## config.mk

```make
export PLATFORM = sky130hd
export DESIGN_NAME = tdpt_controller
export DESIGN_NICKNAME = d
export VERILOG_FILES = /design/src/tdpt_pkg.sv /design/src/tdpt_controller.sv
export SDC_FILE = /design/constraint.sdc
export NUM_CORES = 1
export LEC_CHECK = 0
export ABC_AREA = 1
export BUFFER_PORTS_ARGS = -buffer_cell sky130_fd_sc_hd__buf_2
export CORE_AREA = 3 3 40 42
export CTS_CLUSTER_SIZE = 28
export DETAILED_ROUTE_END_ITERATION = 8
export DIE_AREA = 0 0 43 45
export GPL_ROUTABILITY_DRIVEN = 1
export GPL_TIMING_DRIVEN = 0
export SETUP_SLACK_MARGIN = 0.5
export SLEW_MARGIN = 5
export SYNTH_ARGS = -nofsm -noshare
export SYNTH_HDL_FRONTEND = slang
export SYNTH_SLANG_ARGS = --single-unit
```

## constraint.sdc

```tcl
create_clock -name clk_i -period 1.39 [get_ports clk_i]
set_input_delay 0.139 -clock clk_i [delete_from_list [all_inputs] [get_ports clk_i]]
set_output_delay 0.139 -clock clk_i [all_outputs]
set_load 0.01 [all_outputs]
```

## src/tdpt_pkg.sv

```systemverilog
package tdpt_pkg;

  localparam int unsigned NumW = 32;
  localparam int unsigned Width = 32;
  localparam int unsigned CntW = $clog2(Width);

  localparam logic [Width-1:0] FirstDivisor = Width'(3);
  localparam logic [Width-1:0] DivisorStep = Width'(2);
  localparam logic [Width-1:0] SmallestPrime = Width'(2);

  typedef enum logic [2:0] {
    ST_IDLE,
    ST_START,
    ST_DIV,
    ST_CHECK,
    ST_REPORT
  } ctrl_state_e;

  typedef struct packed {
    logic load;
    logic start;
    logic step;
    logic advance;
  } dp_cmd_t;

  typedef struct packed {
    logic trivial;
    logic trivial_prime;
    logic last_step;
    logic q_lt_d;
    logic r_zero;
  } dp_status_t;

endpackage

```

## src/tdpt_controller.sv

```systemverilog
module tdpt_controller
  import tdpt_pkg::*;
(
  input  logic       clk_i,
  input  logic       rst_ni,
  input  logic       in_valid_i,
  output logic       in_ready_o,
  output logic       out_valid_o,
  input  logic       out_ready_i,
  output logic       is_prime_o,
  input  dp_status_t status_i,
  output dp_cmd_t    cmd_o
);

  ctrl_state_e state_q, state_d;
  logic        verdict_q, verdict_d;
  logic        out_valid_q, out_valid_d;
  logic        is_prime_q, is_prime_d;

  always_ff @(posedge clk_i or negedge rst_ni) begin
    if (!rst_ni) begin
      state_q     <= ST_IDLE;
      verdict_q   <= 1'b0;
      out_valid_q <= 1'b0;
      is_prime_q  <= 1'b0;
    end else begin
      state_q     <= state_d;
      verdict_q   <= verdict_d;
      out_valid_q <= out_valid_d;
      is_prime_q  <= is_prime_d;
    end
  end

  always_comb begin
    state_d     = state_q;
    verdict_d   = verdict_q;
    out_valid_d = out_valid_q && !out_ready_i;
    is_prime_d  = is_prime_q;
    cmd_o       = '0;
    in_ready_o  = 1'b0;
    unique case (state_q)
      ST_IDLE: begin
        in_ready_o = 1'b1;
        if (in_valid_i) begin
          cmd_o.load = 1'b1;
          state_d    = ST_START;
        end
      end
      ST_START: begin
        if (status_i.trivial) begin
          verdict_d = status_i.trivial_prime;
          state_d   = ST_REPORT;
        end else begin
          cmd_o.start = 1'b1;
          state_d     = ST_DIV;
        end
      end
      ST_DIV: begin
        cmd_o.step = 1'b1;
        if (status_i.last_step) begin
          state_d = ST_CHECK;
        end
      end
      ST_CHECK: begin
        priority if (status_i.q_lt_d) begin
          verdict_d = 1'b1;
          state_d   = ST_REPORT;
        end else if (status_i.r_zero) begin
          verdict_d = 1'b0;
          state_d   = ST_REPORT;
        end else begin
          cmd_o.advance = 1'b1;
          state_d       = ST_START;
        end
      end
      ST_REPORT: begin
        if (!out_valid_q || out_ready_i) begin
          out_valid_d = 1'b1;
          is_prime_d  = verdict_q;
          state_d     = ST_IDLE;
        end
      end
      default: begin
        state_d = ST_IDLE;
      end
    endcase
  end

  assign out_valid_o = out_valid_q;
  assign is_prime_o  = is_prime_q;

  assert property (@(posedge clk_i) disable iff (!rst_ni)
    $onehot0({cmd_o.load, cmd_o.start, cmd_o.step, cmd_o.advance}))
    else $error("More than one datapath command is active.");

  assert property (@(posedge clk_i) disable iff (!rst_ni)
    (state_q == ST_DIV && status_i.last_step) |=> state_q == ST_CHECK)
    else $error("The division did not end in the check state.");

  assert property (@(posedge clk_i) disable iff (!rst_ni)
    $rose(out_valid_q) |-> $past(state_q) == ST_REPORT)
    else $error("A result appeared without a report step.");

  assert property (@(posedge clk_i) disable iff (!rst_ni)
    (in_valid_i && in_ready_o) |=> state_q == ST_START)
    else $error("An accepted transaction did not start a test.");

endmodule
```

==> results.md <==
* Status: finished clean
* H-tree depth at 1
* Synth warn at 0
* Critical Path Source Type: flop
* IR drop worst, VDD at 932 µV
* Combinational Power Share at 72.0%
* Clk Latency, worst-skew pair at 0.24 ns
* Worst path slowest cell: dfrtp_1
* WS Path Type: flop to primary output
* Reg power frac at 17.9%
* Routed len/inst at 10.6 µm
* Port bufs at 15
* Antenna Violating Nets Remaining at 0
* Initial Util at 29.7%
* Fraction of power spent switching nets at 40.2%
* CTS tree: built
* Leakage at 0.000425 µW
* Synth Cell Area at 382 µm²
* Arr. time, crit path at 1.12 ns
* FF-to-FF End: state_q[0]$_DFFE_PN0P_
* Min cycle time layout at 1.26 ns
* #FFs+latches synth at 6
* Antenna violations before repair at 0
* Initial drt markers at 5
* Crit path buffers/inverters at 2
* Clock buffer depth at 2
* Largest net degree at the start of global routing at 9
* Cell Int Power at 966 µW
* Power Density at 2150 mW/mm²
* Compound-cell area share of the yosys netlist at 2.62%
* Critical path's largest stage delay at 0.36 ns
* I/O pin cnt at 16
* Hold path startpoint: status_i[4]
* CTS Buf Count at 3
* Final TNS setup at 0 ns
* Post-synthesis simple-gate area fraction at 42.3%
* Tcrit/Tclk final at 90.4%
* Clk sinks at 6
* Overall routed net length at 1130 µm
* CP required at 1.25 ns
* Power share of the clock group at 10.0%
* Final #Nets at 103
* WHS Endpoint: state_q[1]$_DFFE_PN0P_
* Vias in the first global route at 477
* Worst slew pin tran at 0.229 ns
* Dpl ws at 0.322 ns
* Netlist cell types at 15
* Mapped Cells at 56
* CORE AREA at 0.00128 mm²
* Cell taking the most area after synthesis: dfrtp_1
* R2R setup slack at 0.14 ns
* Slew HR at 84.6%
* Mapped Nets at 65
* Final worst setup slack at 0.134 ns
* Chip width at 43 µm
* Worst r2r src: state_q[0]$_DFFE_PN0P_
* XOR/XNOR share of the synthesized area at 0%
* Worst-path cell chain: buf_6 > nor2_4 > nand2_4 > nor2_4 > buf_6
* Die ar. at 0.00194 mm²
* Area grow syn2layout at 97.4%
* Peak Freq at 796 MHz
* Worst hold slack at 0.128 ns
* Sequential element share of the synthesized area at 39.3%
* Largest family of logic cells by synthesized area: simple AND/OR/NAND/NOR gates
* Gr ovfl total at 0
* Hold WC Path Type: input pin to flop
* First-pass GRT wire length at 1950 µm
* Multiplexer share of the synthesized area at 0%
* RSZ-0062 raised after global routing: true
* Clk pin slew, worst setup/hold paths at 0.04 ns
* Die height at 45 µm
* Worst-path maximum fanout at 7
* Hpwl dp at 681 µm
* Total net switching power at 650 µW
* Final GP Congestion at 0.743
* Syn avg cell area at 6.81 µm²
* Total GRT Usage at 13.6%
* Via density at 4.58
* Top cell type's share of synthesized area at 39.3%
* Number of inserted diodes at 0
* DR pass1 iterations at 4
* Crit. End Element: primary output
* Layout cell share with drive strength beyond 1 at 63.0%
* Final count of hold timing violations at 0
* Setup Skew at 0.00233 ns
* CTS root buffer: clkbuf_4
* WHS Path Cells at 2
* Synth top area cells: dfrtp_1 (39%), nand2_1 (14%), nand3_1 (12%)
* Max-capacitance violation count at 0
* Worst reg2reg path depth at 8
* Max-slew violations at 0
* Count of final setup violators at 0
* Worst path top cell family by delay: flip-flops
* Row cnt at 13
* # DRC at 0
* Via Count at 490
* Adder-Cell Fraction of Synth Area at 0%
## how the worst max path moves through the flow
| stage | cells after the start | end | from |
|---|---|---|---|
| 2_1_floorplan | 5 | is_prime_o$_DFFE_PN0P_ | state_q[2]$_DFFE_PN0P_ |
| 3_3_place_gp | 5 | cmd_o[3] | state_q[1]$_DFFE_PN0P_ |
| 3_5_place_dp | 5 | cmd_o[3] | state_q[1]$_DFFE_PN0P_ |
| 4_1_cts | 5 | cmd_o[3] | state_q[0]$_DFFE_PN0P_ |
| 5_1_grt | 5 | cmd_o[3] | state_q[0]$_DFFE_PN0P_ |
| 6_report | 5 | cmd_o[3] | state_q[0]$_DFFE_PN0P_ |
## cells by family (layout without fill, tap and decap cells)
family,after synthesis,count (layout)
buffers and inverters,13,49
flip-flops,6,6
AND/OR/NAND/NOR,35,35
AO/OA/AOI/OAI,2,2
## per-layer routing
metal  part of all wire (%)  global-route usage, %
met4                    3.1                   10.8
met1                     36                   14.0
met2                     56                   25.1
met3                    4.1                   1.20
met5                      0                      0
## sequential cells by signal (all words and copies together), names as in the netlist
signal	flops
out_valid_o	1
state_q	3
verdict_q	1
is_prime_o	1
## cells in the final DEF (no fill, tap or decap), drive strengths merged
| cell | instances |
|---|---|
| dlygate4sd3 | 1 |
| nor3 | 1 |
| dfrtp | 6 |
| o21ai | 2 |
| nand3 | 9 |
| nand4 | 2 |
| buf | 34 |
| nand2 | 15 |
| inv | 11 |
| nor2 | 7 |
| or2 | 1 |
| clkbuf | 3 |
## through the flow
stage                     utilization, %  cell area, µm²  power, µW  cells
after global placement              40.3             518        925     86
after detailed placement            40.3             518        938     86
after floorplan                        -             424        787     56
after global routing                58.6             753       1740    107
after CTS                           53.8             692       1440    105
final                               58.6             753       1620    107
## synth_stat cells
library cell / instances
or2_2: 1
nor3_2: 1
buf_4: 1
nand2_2: 1
nand3_1: 9
buf_6: 1
dfrtp_1: 6
o21ai_1: 1
inv_1: 10
o21ai_0: 1
nor2_1: 6
nor2_2: 1
inv_2: 1
nand4_1: 2
nand2_1: 14
## power by group through the flow
stage	Combinational [µW]	Sequential, µW	Clock (µW)
after floorplan	485	302	0
after detailed placement	638	299	0
after CTS	986	290	166
final	1160	290	162
after global placement	628	297	0
after global routing	1270	296	175
## what timing repair did
action | in CTS | in global routing
pin swaps | 6 | 1
setup endpoints to repair | 13 | 13
gates cloned | 0 | 0
setup buffers | 15 | 2
hold endpoints to repair | 6 | 0
hold buffers | 1 | 0
resized for setup | 7 | 13
## final cells by class
type                    count  area (µm²)
fillers                   118         532
multi-input cells          37         250
repair buffers             33         243
flip-flops and latches      6         150
inverters                  11        46.3
clock buffers               3        22.5
plain buffers               2        22.5
well taps                  15        18.8
(Power assumes the default switching activity.)
